**config.mk**
```make
export PLATFORM = sky130hd
export DESIGN_NAME = smau_queue
export DESIGN_NICKNAME = d
export VERILOG_FILES = /design/src/hdl/small_matrix_alu_unit_defines.svh /design/src/hdl/smau_pkg.sv /design/src/hdl/smau_queue.sv
export SDC_FILE = /design/constraint.sdc
export NUM_CORES = 1
export LEC_CHECK = 0
export BUFFER_PORTS_ARGS = -buffer_cell sky130_fd_sc_hd__buf_2
export CORE_UTILIZATION = 50
export DETAILED_ROUTE_END_ITERATION = 6
export PLACE_DENSITY = 0.76
export SLEW_MARGIN = 20
export SYNTH_ARGS = -nofsm -noshare
export SYNTH_HDL_FRONTEND = slang
export SYNTH_SLANG_ARGS = --single-unit
```
**constraint.sdc**
```tcl
create_clock -name clock -period 3.65 [get_ports clock]
set_input_delay 0.5475 -clock clock [delete_from_list [all_inputs] [get_ports clock]]
set_output_delay 0.5475 -clock clock [all_outputs]
set_load 0.02 [all_outputs]
```
**src/hdl/small_matrix_alu_unit_defines.svh**
```systemverilog
// ----------------------------------------------------------------------------
// small_matrix_alu_unit_defines
// Assertion macros used by smau_back.
// ----------------------------------------------------------------------------
`ifndef SMALL_MATRIX_ALU_UNIT_DEFINES_SVH
`define SMALL_MATRIX_ALU_UNIT_DEFINES_SVH

// Same-cycle implication, disabled while reset is high.
`define SMAU_ASSERT_NOW(label, clk, rst, ante, cons, msg) \
   label: assert property (@(posedge clk) disable iff (rst) (ante) |-> (cons)) \
      else $error(msg);

// Next-cycle implication, disabled while reset is high.
`define SMAU_ASSERT_NEXT(label, clk, rst, ante, cons, msg) \
   label: assert property (@(posedge clk) disable iff (rst) (ante) |=> (cons)) \
      else $error(msg);

`endif

```
**src/hdl/smau_pkg.sv**
```systemverilog
// ----------------------------------------------------------------------------
// smau_pkg
// Types, codes and sizes shared by the matrix ALU modules.
// ----------------------------------------------------------------------------
package smau_pkg;

   localparam int DIM         = 4;
   localparam int CELLS       = DIM * DIM;
   localparam int IDX_W       = $clog2(CELLS);
   localparam int DIM_W       = $clog2(DIM);
   localparam int ACC_W       = 64 + $clog2(DIM) + 1;
   localparam int QUEUE_DEPTH = 2;
   localparam int QPTR_W      = $clog2(QUEUE_DEPTH);
   localparam int QCNT_W      = $clog2(QUEUE_DEPTH + 1);

   // request type codes
   localparam logic [1:0] REQ_LOAD_A = 2'd0;
   localparam logic [1:0] REQ_LOAD_B = 2'd1;
   localparam logic [1:0] REQ_RUN    = 2'd2;

   typedef enum logic [2:0] {
      OP_ADD       = 3'd0,
      OP_SUB       = 3'd1,
      OP_MUL       = 3'd2,
      OP_SCALE     = 3'd3,
      OP_TRANSPOSE = 3'd4
   } op_type;

   typedef enum logic [1:0] {
      CMD_LOAD_A,
      CMD_LOAD_B,
      CMD_RUN
   } cmd_kind_type;

   typedef struct packed {
      logic [1:0]         req_type;
      logic [3:0]         elem_index;
      logic signed [31:0] elem_value;
      logic [2:0]         op_code;
      logic signed [31:0] scale_factor;
   } req_payload_type;

   typedef struct packed {
      logic [3:0]         out_index;
      logic signed [31:0] out_value;
      logic               out_last;
      logic               out_saturated;
   } rsp_payload_type;

   // classified command: operand is the load value or the scalar
   typedef struct packed {
      cmd_kind_type       kind;
      logic [3:0]         index;
      op_type             op;
      logic signed [31:0] operand;
   } cmd_type;

   typedef struct packed {
      logic empty;
      logic full;
   } queue_status_type;

endpackage

```
**src/hdl/smau_queue.sv**
```systemverilog
// ----------------------------------------------------------------------------
// smau_queue
// Short command FIFO between the front and the back.
// ----------------------------------------------------------------------------
module smau_queue (
   input  logic                       clock,
   input  logic                       reset,
   input  logic                       push,
   input  smau_pkg::cmd_type          push_cmd,
   input  logic                       pop,
   output smau_pkg::cmd_type          head_cmd,
   output smau_pkg::queue_status_type q_status
);
   import smau_pkg::*;

   cmd_type             entry_ff [QUEUE_DEPTH];
   logic [QPTR_W-1:0]   wr_ptr_ff, wr_ptr_in;
   logic [QPTR_W-1:0]   rd_ptr_ff, rd_ptr_in;
   logic [QCNT_W-1:0]   count_ff, count_in;

   function automatic logic [QPTR_W-1:0] ptr_next(input logic [QPTR_W-1:0] p);
      if (p == QPTR_W'(QUEUE_DEPTH - 1)) begin
         return '0;
      end
      return p + 1'b1;
   endfunction

   always_comb begin
      wr_ptr_in = push ? ptr_next(wr_ptr_ff) : wr_ptr_ff;
      rd_ptr_in = pop  ? ptr_next(rd_ptr_ff) : rd_ptr_ff;
      count_in  = count_ff;
      if (push && !pop) begin
         count_in = count_ff + 1'b1;
      end else if (pop && !push) begin
         count_in = count_ff - 1'b1;
      end
   end

   always_ff @(posedge clock) begin
      if (reset) begin
         wr_ptr_ff <= '0;
         rd_ptr_ff <= '0;
         count_ff  <= '0;
      end else begin
         wr_ptr_ff <= wr_ptr_in;
         rd_ptr_ff <= rd_ptr_in;
         count_ff  <= count_in;
      end
   end

   always_ff @(posedge clock) begin
      if (push) begin
         entry_ff[wr_ptr_ff] <= push_cmd;
      end
   end

   assign head_cmd       = entry_ff[rd_ptr_ff];
   assign q_status.empty = (count_ff == '0);
   assign q_status.full  = (count_ff == QCNT_W'(QUEUE_DEPTH));

endmodule

```
==> results.yml <==
status:
  status: "complete, no violations"
pwr:
  p_int_mw: 1.62
  vdd_drop_max_mv: 0.298
  leakage_nw: 1.48
  switching_power_mw: 0.478
  p_per_area_nw_per_um2: 542
  power_frac_seq_pct: 56.9
  p_comb_share_pct: 12.3
  power.share.clock_pct: 30.8
  switching_share_pct: 22.8
setup_path:
  worstRegToRegCells: 1
  cpPeakStageDelay_ns: 0.96
  r2r-start: "wr_ptr_ff$_SDFFE_PP0P_"
  path_max_fanout: 41
  critPathLaunchType: "flip-flop"
  worst-path-buf-inv: 1
  required_ns: 3.10
  rrSetupSlack_ns: 2.01
  cp.arrival_ns: 1.92
  path_depth: 2
  cp_slowest_cell: "dfxtp_2"
  worstSetupEndpointType: "primary output"
  critPathKind: "reg -> out"
  rr_endpoint: "entry_ff[1][36]$_DFFE_PP_"
  path_cells: "mux2_2, buf_2"
  cp_top_family: "flip-flops"
  critPathCapture: "head_cmd[26]"
clock_tree:
  root_buffer: "clkbuf_8"
  path_clk_slew_ns: 0.08
  cts_tree: "built"
  postCtsHoldBufs: 0
  cts_sinks: 87
  ctsLongestPathBuffers: 2
  cts_setup_buffers: 0
  cts_buffers: 9
  clock_latency_ns: 0.34
  cts_resized: 0
  h-tree-depth: 3
logic_synthesis:
  synthDistinctLibCells: 16
  ys_dominant_reg_cell: "edfxtp_1"
  avgSynthCellArea_um2: 21.0
  syn-num-nets: 196
  syn_area_um2: 3160
  ys_ff_latch: 87
  netlist_top_cells_area: "edfxtp_1, mux2_2, dfxtp_1"
  seq_area_frac_synth_pct: 81.2
  synth_edf_count: 82
  yosysTopAreaCell: "edfxtp_1"
  yosys_warnings: 0
  async_flop_share_pct: 0
  syn_inst: 150
  yosys.area.top_type_share_pct: 78.0
floorplan:
  dieArea_um2: 6630
  row_count: 28
  io-pin-count: 88
  die_w_um: 81.5
  core_area_um2: 5990
  die_h_um: 81.5
  start_util_pct: 52.7
route:
  dr.pass1.iters: 4
  drc_errors: 0
  vias: 1617
  drt_iter0_drc: 82
  wl_per_cell_um: 15.4
  vias_per_cell: 4.99
  antenna_left: 0
  wl_mm: 5.00
grt:
  grt_usage_pct: 15.6
  grt_overflow_total: 0
  antenna_found_initial: 0
  grt_max_degree: 42
  grt_pass1_wl_mm: 7.25
  first_global_vias: 1536
timing:
  slew_viol_final: 0
  final-hold-violation-count: 0
  fmax_mhz: 406
  worstMarginPinSlew_ns: 0.975
  max_slew_margin_pct: 35.0
  fin_skew_ns: 0.0111
  timing.setup.tns_ns: 0
  rsz0062_at_grt: "no"
  period_minus_slack_ns: 2.46
  fin_ws_ns: 1.19
  setup_viol: 0
  fin_crit_sh_pct: 67.5
hold_path:
  hold_class: "in -> reg"
placement:
  dp_slack_ns: 1.52
  hpwl_mm: 3.26
  place.gp.congestion: 0.732
  port-buffer-count: 87
cells_and_area:
  drive_gt1_share_pct: 57.8
  n_antenna_cell: 0
  area_growth_pct: 22.8
  fin_nets: 290
flow_run:
  maxCapViolCount: 0
worst min-delay path by stage:
| stage | from | endpoint | slack [ns] | cells past startpoint |
|---|---|---|---|---|
| 2_1_floorplan | count_ff[1]$_SDFFE_PP0P_ | count_ff[1]$_SDFFE_PP0P_ | 0.46 | 2 |
| 3_3_place_gp | count_ff[1]$_SDFFE_PP0P_ | count_ff[1]$_SDFFE_PP0P_ | 0.49 | 2 |
| 3_5_place_dp | rd_ptr_ff$_SDFFE_PP0P_ | rd_ptr_ff$_SDFFE_PP0P_ | 0.50 | 2 |
| 4_1_cts | push_cmd[39] | entry_ff[0][39]$_DFFE_PP_ | 0.38 | 1 |
| 5_1_grt | push_cmd[39] | entry_ff[0][39]$_DFFE_PP_ | 0.37 | 1 |
| 6_report | push_cmd[14] | entry_ff[1][14]$_DFFE_PP_ | 0.40 | 1 |
layout make-up:
class | instances | area [um^2]
sequential | 87 | 2560
fill | 439 | 2110
multi-input combinational | 57 | 574
timing repair buffer | 88 | 443
clock buffer | 12 | 155
tap | 75 | 93.8
clock inverter | 4 | 43.8
inverter | 1 | 3.75
Yosys cell counts (2+ instances only):
| library cell | n |
|---|---|
| edfxtp_1 | 82 |
| mux2_2 | 38 |
| buf_2 | 5 |
| dfxtp_1 | 5 |
| nor2_1 | 5 |
| mux2_1 | 3 |
| xnor2_1 | 2 |
| xor2_1 | 2 |
logic make-up after synthesis:
family                   count (synthesis)  share of synthesized area [%]
flip-flops                              87                           81.2
AND/OR/NAND/NOR                          9                           1.47
buffers and inverters                    6                          0.911
adder cells (fa/ha/maj)                  1                          0.396
multiplexers                            41                           14.6
AO/OA/AOI/OAI                            2                          0.317
XOR/XNOR                                 4                           1.11
cells in the final DEF (no fill, tap or decap), types with 2 or more instances in the layout:
cell	instances
buf_2	87
clkbuf_8	11
clkinv_2	2
dfxtp_1	4
edfxtp_1	82
mux2_1	3
mux2_2	38
nor2_1	5
xnor2_1	2
xor2_1	2
registers in the layout (all words and copies together), names as in the netlist, named ones only:
signal / flops
count_ff: 2
entry_ff: 82
wr_ptr_ff: 1
rd_ptr_ff: 1
metal layers:
metal,global-route usage (%),up-vias,wire (um)
li1,-,765,-
met1,18.4,788,2010
met2,25.7,51,2600
met3,3.44,13,228
met4,10.7,0,155
met5,0,-,0
power by group through the flow:
stage,combinational (mW),sequential [mW],clock [mW]
after floorplan,0.183,1.20,0
after global placement,0.260,1.22,0
after detailed placement,0.262,1.22,0
after CTS,0.264,1.20,0.666
after global routing,0.281,1.20,0.703
final,0.260,1.19,0.647
per-stage QoR:
stage          cell area, um^2  hold slack (ns)  utilization, %  cells  power [mW]
2_1_floorplan             3160            0.461               -    150        1.38
4_1_cts                   3880            0.378            64.7    324        2.13
3_3_place_gp              3680            0.487            61.4    308        1.48
3_5_place_dp              3680            0.502            61.4    308        1.48
5_1_grt                   3880            0.375            64.7    324        2.19
6_report                  3880            0.396            64.7    324        2.10
Note: power is estimated with default switching activity, not from simulation.
