`config.mk`:
```
export PLATFORM = sky130hd
export DESIGN_NAME = smau_front
export DESIGN_NICKNAME = d
export VERILOG_FILES = /design/src/hdl/small_matrix_alu_unit_defines.svh /design/src/hdl/smau_pkg.sv /design/src/hdl/smau_front.sv
export SDC_FILE = /design/constraint.sdc
export NUM_CORES = 1
export LEC_CHECK = 0
export ABC_AREA = 1
export BUFFER_PORTS_ARGS = -buffer_cell sky130_fd_sc_hd__buf_2
export CORE_ASPECT_RATIO = 0.8
export CORE_MARGIN = 2
export CORE_UTILIZATION = 24
export DETAILED_ROUTE_END_ITERATION = 12
export PLACE_DENSITY = 0.83
export RECOVER_POWER = 50
export SETUP_SLACK_MARGIN = 0.02
export SYNTH_ARGS = -nofsm -noshare
export SYNTH_HDL_FRONTEND = slang
export SYNTH_SLANG_ARGS = --single-unit
```
`constraint.sdc`:
```
create_clock -name vclk -period 0.8
set_input_delay 0.04 -clock vclk [all_inputs]
set_output_delay 0.04 -clock vclk [all_outputs]
set_load 0.05 [all_outputs]
```
`src/hdl/small_matrix_alu_unit_defines.svh`:
```
// ----------------------------------------------------------------------------
// small_matrix_alu_unit_defines
// Assertion macros used by smau_back.
// ----------------------------------------------------------------------------
`ifndef SMALL_MATRIX_ALU_UNIT_DEFINES_SVH
`define SMALL_MATRIX_ALU_UNIT_DEFINES_SVH

// Same-cycle implication, disabled while reset is high.
`define SMAU_ASSERT_NOW(label, clk, rst, ante, cons, msg) \
   label: assert property (@(posedge clk) disable iff (rst) (ante) |-> (cons)) \
      else $error(msg);

// Next-cycle implication, disabled while reset is high.
`define SMAU_ASSERT_NEXT(label, clk, rst, ante, cons, msg) \
   label: assert property (@(posedge clk) disable iff (rst) (ante) |=> (cons)) \
      else $error(msg);

`endif

```
`src/hdl/smau_pkg.sv`:
```
// ----------------------------------------------------------------------------
// smau_pkg
// Types, codes and sizes shared by the matrix ALU modules.
// ----------------------------------------------------------------------------
package smau_pkg;

   localparam int DIM         = 4;
   localparam int CELLS       = DIM * DIM;
   localparam int IDX_W       = $clog2(CELLS);
   localparam int DIM_W       = $clog2(DIM);
   localparam int ACC_W       = 64 + $clog2(DIM) + 1;
   localparam int QUEUE_DEPTH = 2;
   localparam int QPTR_W      = $clog2(QUEUE_DEPTH);
   localparam int QCNT_W      = $clog2(QUEUE_DEPTH + 1);

   // request type codes
   localparam logic [1:0] REQ_LOAD_A = 2'd0;
   localparam logic [1:0] REQ_LOAD_B = 2'd1;
   localparam logic [1:0] REQ_RUN    = 2'd2;

   typedef enum logic [2:0] {
      OP_ADD       = 3'd0,
      OP_SUB       = 3'd1,
      OP_MUL       = 3'd2,
      OP_SCALE     = 3'd3,
      OP_TRANSPOSE = 3'd4
   } op_type;

   typedef enum logic [1:0] {
      CMD_LOAD_A,
      CMD_LOAD_B,
      CMD_RUN
   } cmd_kind_type;

   typedef struct packed {
      logic [1:0]         req_type;
      logic [3:0]         elem_index;
      logic signed [31:0] elem_value;
      logic [2:0]         op_code;
      logic signed [31:0] scale_factor;
   } req_payload_type;

   typedef struct packed {
      logic [3:0]         out_index;
      logic signed [31:0] out_value;
      logic               out_last;
      logic               out_saturated;
   } rsp_payload_type;

   // classified command: operand is the load value or the scalar
   typedef struct packed {
      cmd_kind_type       kind;
      logic [3:0]         index;
      op_type             op;
      logic signed [31:0] operand;
   } cmd_type;

   typedef struct packed {
      logic empty;
      logic full;
   } queue_status_type;

endpackage

```
`src/hdl/smau_front.sv`:
```
// ----------------------------------------------------------------------------
// smau_front
// Accept requests, drop the ignored ones and push commands to the queue.
// ----------------------------------------------------------------------------
module smau_front (
   input  logic                       req_valid,
   output logic                       req_ready,
   input  smau_pkg::req_payload_type  req_data,
   input  smau_pkg::queue_status_type q_status,
   output logic                       push,
   output smau_pkg::cmd_type          push_cmd
);
   import smau_pkg::*;

   logic keep;

   always_comb begin
      keep              = 1'b0;
      push_cmd.kind     = CMD_RUN;
      push_cmd.index    = req_data.elem_index;
      push_cmd.op       = op_type'(req_data.op_code);
      push_cmd.operand  = req_data.scale_factor;
      case (req_data.req_type)
         REQ_LOAD_A: begin
            keep             = (32'(req_data.elem_index) < CELLS);
            push_cmd.kind    = CMD_LOAD_A;
            push_cmd.operand = req_data.elem_value;
         end
         REQ_LOAD_B: begin
            keep             = (32'(req_data.elem_index) < CELLS);
            push_cmd.kind    = CMD_LOAD_B;
            push_cmd.operand = req_data.elem_value;
         end
         REQ_RUN: begin
            keep = (req_data.op_code inside {[OP_ADD : OP_TRANSPOSE]});
         end
         default: begin
            keep = 1'b0;
         end
      endcase
   end

   assign req_ready = !q_status.full;
   assign push      = req_valid && req_ready && keep;

endmodule

```
==> results of run 1 <==
## metal layers
metal | GRT usage (%) | part of all wire, %
met4 | 0.7246 | 0.52
met3 | 1.050 | 7.7
met2 | 33.15 | 59
met1 | 15.23 | 32
met5 | 0 | 0
## logic make-up (layout without fill, tap and decap cells)
logic type | Yosys count | after routing | share of synthesized area [%]
mux | 32 | 32 | 74.85
buf+inv | 14 | 121 | 21.73
simple gates | 3 | 3 | 1.811
compound gates | 2 | 2 | 1.608
## metrics by stage
| step | total power (uW) | utilization, % |
|---|---|---|
| 2_1_floorplan | 916.6 | - |
| 3_3_place_gp | 1143 | 48.53 |
| 3_5_place_dp | 1161 | 48.53 |
| 4_1_cts | 1419 | 60.77 |
| 5_1_grt | 1488 | 61.64 |
| 6_report | 1433 | 61.64 |
## critical path, stage by stage
cell	delay (ns)
buf_12	0.13
buf_12	0.14
mux2_4	0.31
buf_6	0.16
## report_power, final
group / internal (uW) / switching, uW / total [uW]
clock network: 0 / 0 / 0
logic: 665 / 768 / 1430
registers: 0 / 0 / 0
## timing repair
action | CTS | global route
gates resized for setup | 79 | 5
cloned | 2 | 0
endpoints found under the setup margin | 34 | 33
buffers inserted | 0 | 1
pin swaps | 0 | 1
## area by class of cell
type	count	area [um2]	area share (%)
multi-input combinational	37	520.5	34.30
tap	36	45.04	2.968
timing repair buffer	119	940.9	61.99
inverter	2	11.26	0.7420
## how the worst max path moves through the flow
stage	start	to	slack [ns]	cells after the start
6_report	req_data[72]	push_cmd[9]	-0.02	4
4_1_cts	req_data[72]	push_cmd[9]	-0.03	4
3_3_place_gp	req_data[72]	push_cmd[9]	-0.18	4
2_1_floorplan	req_data[72]	push_cmd[10]	0.06	3
3_5_place_dp	req_data[72]	push_cmd[9]	-0.19	4
5_1_grt	req_data[72]	push_cmd[9]	-0.04	4
## layout by cell type (no fill, tap or decap), drive strengths merged
cell type    n
nor2         1
mux2        32
o21ai        1
inv          1
clkbuf       1
clkinvlp     1
nand2        2
a21oi        1
buf        118
==> impl_metrics.csv, run 1 <==
group,metric,value,unit
sta,period_share,102.7,%
worst_hold_path,min_to,"push_cmd[36]",
pwr,p_leak,0.0008670,uW
floorplan,die_h,49.53,um
synth,yosysTopAreaCell,"mux2_4",
setup_path,required,0.76,ns
synth,synthTopCellsByArea,"mux2_4, buf_12, buf_4",
placed_design,dp_hpwl,1.968,mm
status,violations,"setup timing",
pwr,irDropWorstVdd,0.0005216,V
cts,cts_hold_buf,0,
route,dr.first_iter.drc_count,6,
route,ant_nets,0,
global_route,grt_max_degree,9,
route,vias,821,
sta,fin_crit,0.8214,ns
sta,setup_slack,-0.02141,ns
setup_path,crit_path_max_fanout,8,
sta,hold_slack,0.08011,ns
route,wl_per_cell,12.99,um
cells_and_area,seq_area,0,um2
cells_and_area,final.fill_count,223,
sta,hold_viol,0,
cells_and_area,n_clock_buffer,0,
floorplan,start_util,25.25,%
flow_run,cap_violations,0,
synth,synth_nets,127,
route,drt-pass1-iter-count,4,
sta,rsz0062_at_grt,"yes",
cells_and_area,final_cells,194,
floorplan,io_pins,119,
sta,fmax,1217,MHz
global_route,grt_pass1_vias,796,
placed_design,gp_congestion,0.7484,
cells_and_area,layout-drive-gt1-share,96.84,%
pwr,power_density,944.4,nW/um2
sta,tightest_slew,0.6341,ns
sta,setup_violations,16,
global_route,track_usage,15.15,%
setup_path,endpoint_kind,"primary output",
synth,synth_warnings,0,
route,drc_errors,0,
global_route,grt_overflow,0,
route,via_per_inst,4.232,
floorplan,rows,16,
status,status,"complete, but fails checks",
setup_path,start_kind,"input pin",
setup_path,critPathArrivalTime,0.78,ns
synth,synth_top_area_share,67.61,%
placed_design,dpl_worst_slack,-0.1889,ns
floorplan,core-area,2462,um2
cells_and_area,seq_cells,0,
placed_design,dp_cells,191,
worst_hold_path,worstHoldStart,"req_data[68]",
cells_and_area,area_growth_syn_to_layout,144.1,%
floorplan,die_area,3017,um2
sta,relSlewSlack,57.91,%
sta,finalSetupTns,-0.1309,ns
worst_hold_path,holdCritPathClass,"input pin to primary output",
setup_path,critical_path_class,"input pin to primary output",
floorplan,die_x,60.91,um
synth,avgSynthCellArea,12.19,um2
synth,yosys-top-cells-count,"mux2_4, buf_4, mux2_2",
route,routed_wl,2.521,mm
synth,synth_seq_area_share,0,%
global_route,antenna_found_initial,0,
global_route,grt_pass1_wl,3.512,mm
synth,netlist_instances,51,
worst_hold_path,holdPathStages,0,
cells_and_area,design_area,1518,um2
cells_and_area,nets,236,
placed_design,port_buffers,110,
sta,drv_slew,0,
synth,syn_area,621.8,um2
synth,synth_most_common_cell,"mux2_4",
cells_and_area,insertedDiodeCount,0,
synth,ys_types,11,
placed_design,dpl-instance-area,1195,um2
(Power assumes the default switching activity.)
==> run 2, diff against run 1 <==
PLACE_DENSITY = 0.9   (was 0.83)
==> run 2 against run 1 <==
The run still ends with setup timing left. Non-clock buffer count fell by 2. Critical path type unchanged. Maximum frequency rose by 0.59%. Wire length rose by 4.4%. Flip-flop and latch count did not move. Design area rose by 0.74%. Critical path depth did not move. Die area did not move.
==> impl_metrics.csv, run 2 (same netlist as run 1, synthesis figures left out) <==
group,metric,value,unit
route,ant_nets,0,
cells_and_area,postLayoutCoreUtil,62.09,%
route,via_per_inst,4.208,
status,violations,"setup timing",
status,status,"complete, but fails checks",
sta,period_share,102.1,%
worst_hold_path,holdPathStages,0,
sta,rsz0062_at_grt,"yes",
cells_and_area,seq_area,0,um2
global_route,grt_pass1_vias,859,
placed_design,gp_congestion,0.7651,
setup_path,crit_path_max_fanout,9,
floorplan,die_h,49.53,um
route,routed_wl,2.632,mm
worst_hold_path,worstHoldStart,"req_data[69]",
sta,tightest_slew,0.5909,ns
cells_and_area,design_area,1529,um2
floorplan,rows,16,
floorplan,core-area,2462,um2
cts,cts_hold_buf,0,
cells_and_area,area_growth_syn_to_layout,145.9,%
route,drt-pass1-iter-count,4,
sta,hold_viol,0,
sta,fin_crit,0.8166,ns
route,drc_errors,0,
global_route,track_usage,16.73,%
sta,fmax,1225,MHz
setup_path,endpoint_kind,"primary output",
cells_and_area,layout-drive-gt1-share,97.44,%
floorplan,io_pins,119,
pwr,p_leak,0.0008668,uW
cells_and_area,final_common_cell,"buf_2",
setup_path,critPathArrivalTime,0.78,ns
floorplan,start_util,25.25,%
sta,setup_violations,26,
cells_and_area,insertedDiodeCount,0,
placed_design,port_buffers,110,
flow_run,cap_violations,0,
global_route,antenna_found_initial,0,
route,wl_per_cell,13.71,um
sta,drv_slew,0,
cells_and_area,seq_cells,0,
route,vias,808,
route,dr.first_iter.drc_count,7,
cells_and_area,n_clock_buffer,0,
setup_path,critical_path_class,"input pin to primary output",
global_route,grt_pass1_wl,3.864,mm
placed_design,dpl-instance-area,1160,um2
setup_path,start_kind,"input pin",
worst_hold_path,min_to,"push_cmd[37]",
setup_path,crit_chain,"buf_12 -> buf_16 -> mux2_4 -> buf_6",
setup_path,required,0.76,ns
global_route,grt_overflow,0,
pwr,power_density,949.6,nW/um2
worst_hold_path,holdCritPathClass,"input pin to primary output",
cells_and_area,nets,234,
setup_path,worst_path_largest_cell_delay,0.30,ns
floorplan,die_area,3017,um2
setup_path,slowest_stage,"mux2_4",
sta,setup_slack,-0.01656,ns
sta,relSlewSlack,60.77,%
floorplan,die_x,60.91,um
global_route,grt_max_degree,10,
pwr,power,1452,uW
sta,finalSetupTns,-0.2695,ns
cells_and_area,final_cell_mix,"buf_2, mux2_4, buf_6",
pwr,irDropWorstVdd,0.0004177,V
[run 2: cell count changes in the layout (fill, tap and decap cells not counted), sizes merged]
| cell | before | now |
|---|---|---|
| buf | 118 | 116 |
[run 2: routing by layer]
layer	up-vias	global-route usage, %	wire (um)
met5	-	0	0
met4	0	0.7246	0
met3	0	1.050	184
met2	48	33.33	1473
met1	374	19.78	973
li1	386	-	-
[run 2: through the flow]
| step | setup slack (ns) | std cells | hold slack (ns) |
|---|---|---|---|
| 2_1_floorplan | 0.06013 | 51 | 0.2471 |
| 3_3_place_gp | -0.1509 | 188 | 0.08034 |
| 3_5_place_dp | -0.1544 | 188 | 0.08034 |
| 4_1_cts | -0.01791 | 192 | 0.08034 |
| 5_1_grt | -0.02944 | 192 | 0.08013 |
| 6_report | -0.01656 | 192 | 0.08002 |
[run 2: how the worst max path moves through the flow]
stage / slack [ns] / cells past startpoint / startpoint / to
after floorplan: 0.06 / 3 / req_data[72] / push_cmd[10]
after global placement: -0.15 / 4 / req_data[72] / push_cmd[19]
after detailed placement: -0.15 / 4 / req_data[72] / push_cmd[19]
after CTS: -0.02 / 4 / req_data[72] / push_cmd[30]
after global routing: -0.03 / 4 / req_data[72] / push_cmd[25]
final: -0.02 / 4 / req_data[72] / push_cmd[6]
[run 2: area by class of cell]
class	instances	area, um2
inverter	2	11.26
fill	208	933.4
timing repair buffer	117	948.4
multi-input combinational	37	524.3
tap	36	45.04
[run 2: power breakdown]
group	internal [uW]	leakage (uW)	switching, uW	total, uW
Sequential	0	0	0	0
Clock	0	0	0	0
Combinational	674	0.000867	778	1450
Total	674	0.000867	778	1450
[run 2: critical path, delay by kind of cell]
family,cells,cell delay [ns]
muxes,1,0.30
buffers and inverters,3,0.43
[run 2: what timing repair did]
item,4_1_cts,5_1_grt
gates resized for setup,87,3
pin swaps,2,1
setup buffers,1,0
cloned,3,0
setup endpoints to repair,33,34
==> run 3, diff against run 2 <==
ABC_AREA = default   (was 1)
==> run 3 against run 2 <==
The run still ends with setup timing left. Hold slack is the same. Wire length fell by 11%. Via count decreased by 0.74%. Largest power group unchanged. Maximum frequency down 0.81%. Count of clock-buffer cells in the layout unchanged. Setup slack lost 0.0067 ns. Synthesized area down 0.60%. Non-clock buffer count unchanged. Utilization up 0.41 points. Global-route usage shrank 2.1 points. Critical path type unchanged. Flip-flop and latch count is the same.
==> impl_metrics.csv, run 3 <==
group,metric,value,unit
status,status,"complete, but fails checks",
status,violations,"setup timing",
global_route,antenna_found_initial,0,
floorplan,rows,16,
route,drc_errors,0,
sta,relSlewSlack,60.95,%
synth,yosysTopAreaCell,"mux2_4",
setup_path,required,0.76,ns
worst_hold_path,holdCritPathClass,"input pin to primary output",
synth,synth_nets,125,
sta,setup_slack,-0.02323,ns
cells_and_area,seq_area,0,um2
setup_path,crit_path_max_fanout,7,
setup_path,critPathArrivalTime,0.78,ns
floorplan,die_h,49.39,um
cells_and_area,final_cell_mix,"buf_2, mux2_4, buf_6",
pwr,p_leak,0.0008666,uW
placed_design,dp_hpwl,1.826,mm
cells_and_area,nets,232,
route,ant_nets,0,
sta,fmax,1215,MHz
floorplan,die_area,3000,um2
sta,drv_slew,0,
cells_and_area,final_common_cell,"buf_2",
cells_and_area,postLayoutCoreUtil,62.50,%
synth,netlist_instances,49,
sta,setup_violations,32,
floorplan,io_pins,119,
route,routed_wl,2.342,mm
cells_and_area,final.fill_count,209,
route,drt-pass1-iter-count,4,
placed_design,gp_congestion,0.7784,
cells_and_area,seq_cells,0,
sta,period_share,102.9,%
setup_path,critical_path_class,"input pin to primary output",
floorplan,start_util,25.31,%
synth,synth_seq_area_share,0,%
synth,synth_warnings,0,
pwr,power,1436,uW
cells_and_area,n_clock_buffer,0,
route,via_per_inst,4.221,
flow_run,cap_violations,0,
cells_and_area,insertedDiodeCount,0,
pwr,irDropWorstVdd,0.0004603,V
setup_path,worst_path_largest_cell_delay,0.30,ns
sta,tightest_slew,0.5882,ns
sta,fin_crit,0.8232,ns
floorplan,core-area,2442,um2
synth,synth_top_area_share,68.02,%
route,dr.first_iter.drc_count,17,
route,wl_per_cell,12.33,um
cells_and_area,layout-drive-gt1-share,98.70,%
synth,ys_types,12,
setup_path,slowest_stage,"mux2_4",
synth,yosys-top-cells-count,"mux2_4, buf_4, mux2_2",
global_route,grt_pass1_wl,3.463,mm
global_route,track_usage,14.65,%
synth,avgSynthCellArea,12.61,um2
global_route,grt_overflow,0,
cells_and_area,area_growth_syn_to_layout,147.0,%
global_route,grt_pass1_vias,827,
placed_design,port_buffers,110,
synth,syn_area,618.1,um2
sta,hold_viol,0,
pwr,power_density,940.6,nW/um2
setup_path,endpoint_kind,"primary output",
floorplan,die_x,60.74,um
route,vias,802,
setup_path,crit_chain,"buf_16 -> clkbuf_16 -> mux2_4 -> buf_6",
setup_path,start_kind,"input pin",
global_route,grt_max_degree,11,
sta,rsz0062_at_grt,"yes",
synth,synth_most_common_cell,"mux2_4",
synth,synthTopCellsByArea,"mux2_4, buf_4, mux2_2",
[run 3: cell types whose count changed after synthesis]
cell / before / now
nand2_1: 2 / 1
a21oi_1: 1 / 0
and4_1: 0 / 1
buf_8: 0 / 1
o21ai_0: 1 / 0
o211ai_1: 0 / 1
nor2_1: 1 / 0
buf_12: 3 / 2
nor2b_1: 0 / 1
inv_1: 2 / 1
[run 3: metal layers]
layer / wire length (um) / part of all wire (%) / track usage, %
met5: 0 / 0 / 0
met4: 0 / 0 / 0.7246
met3: 133 / 5.7 / 0.5305
met2: 1318 / 56 / 29.75
met1: 890 / 38 / 16.95
[run 3: cell families (layout without fill, tap and decap cells)]
family / Yosys count / after routing / share of synthesized area [%]
AO/OA/AOI/OAI: 1 / 1 / 1.215
buffers and inverters: 13 / 118 / 20.44
multiplexers: 32 / 32 / 75.30
AND/OR/NAND/NOR: 3 / 3 / 3.037
[run 3: timing repair]
action,in CTS,in global routing
setup endpoints to repair,33,33
pin swaps,0,1
resized for setup,83,3
hold buffers,0,0
buffers inserted,0,1
cloned,3,1
[run 3: through the flow]
step | instances | hold slack [ns] | instance area (um2) | TNS (ns) | setup WS (ns)
CTS | 188 | 0.08037 | 1481 | -0.3062 | -0.02119
floorplan | 49 | 0.2471 | 626.9 | 0 | 0.003075
global placement | 185 | 0.08037 | 1140 | -4.477 | -0.1638
finish | 190 | 0.08002 | 1526 | -0.3120 | -0.02323
detailed placement | 185 | 0.08037 | 1140 | -4.708 | -0.1687
global route | 190 | 0.08008 | 1526 | -0.7732 | -0.03658
[run 3: report_power, final]
group          internal [uW]  switching (uW)
clock                      0               0
combinational            677             759
sequential                 0               0
total                    677             759
[run 3: path summary, 6_finish.rpt]
path,startpoint,depth (start not counted),to
setup / recovery,req_data[72],4,push_cmd[12]
hold / removal,req_data[70],0,push_cmd[38]
[run 3: layout make-up]
| type | instances | area, um2 | share of cell area [%] |
|---|---|---|---|
| inverters | 1 | 7.507 | 0.4918 |
| repair buffers | 117 | 959.7 | 62.87 |
| well taps | 36 | 45.04 | 2.951 |
| multi-input cells | 36 | 514.2 | 33.69 |
[run 3: critical path, delay by kind of cell]
kind | cells | cell delay [ns]
mux | 1 | 0.30
buf+inv | 3 | 0.44
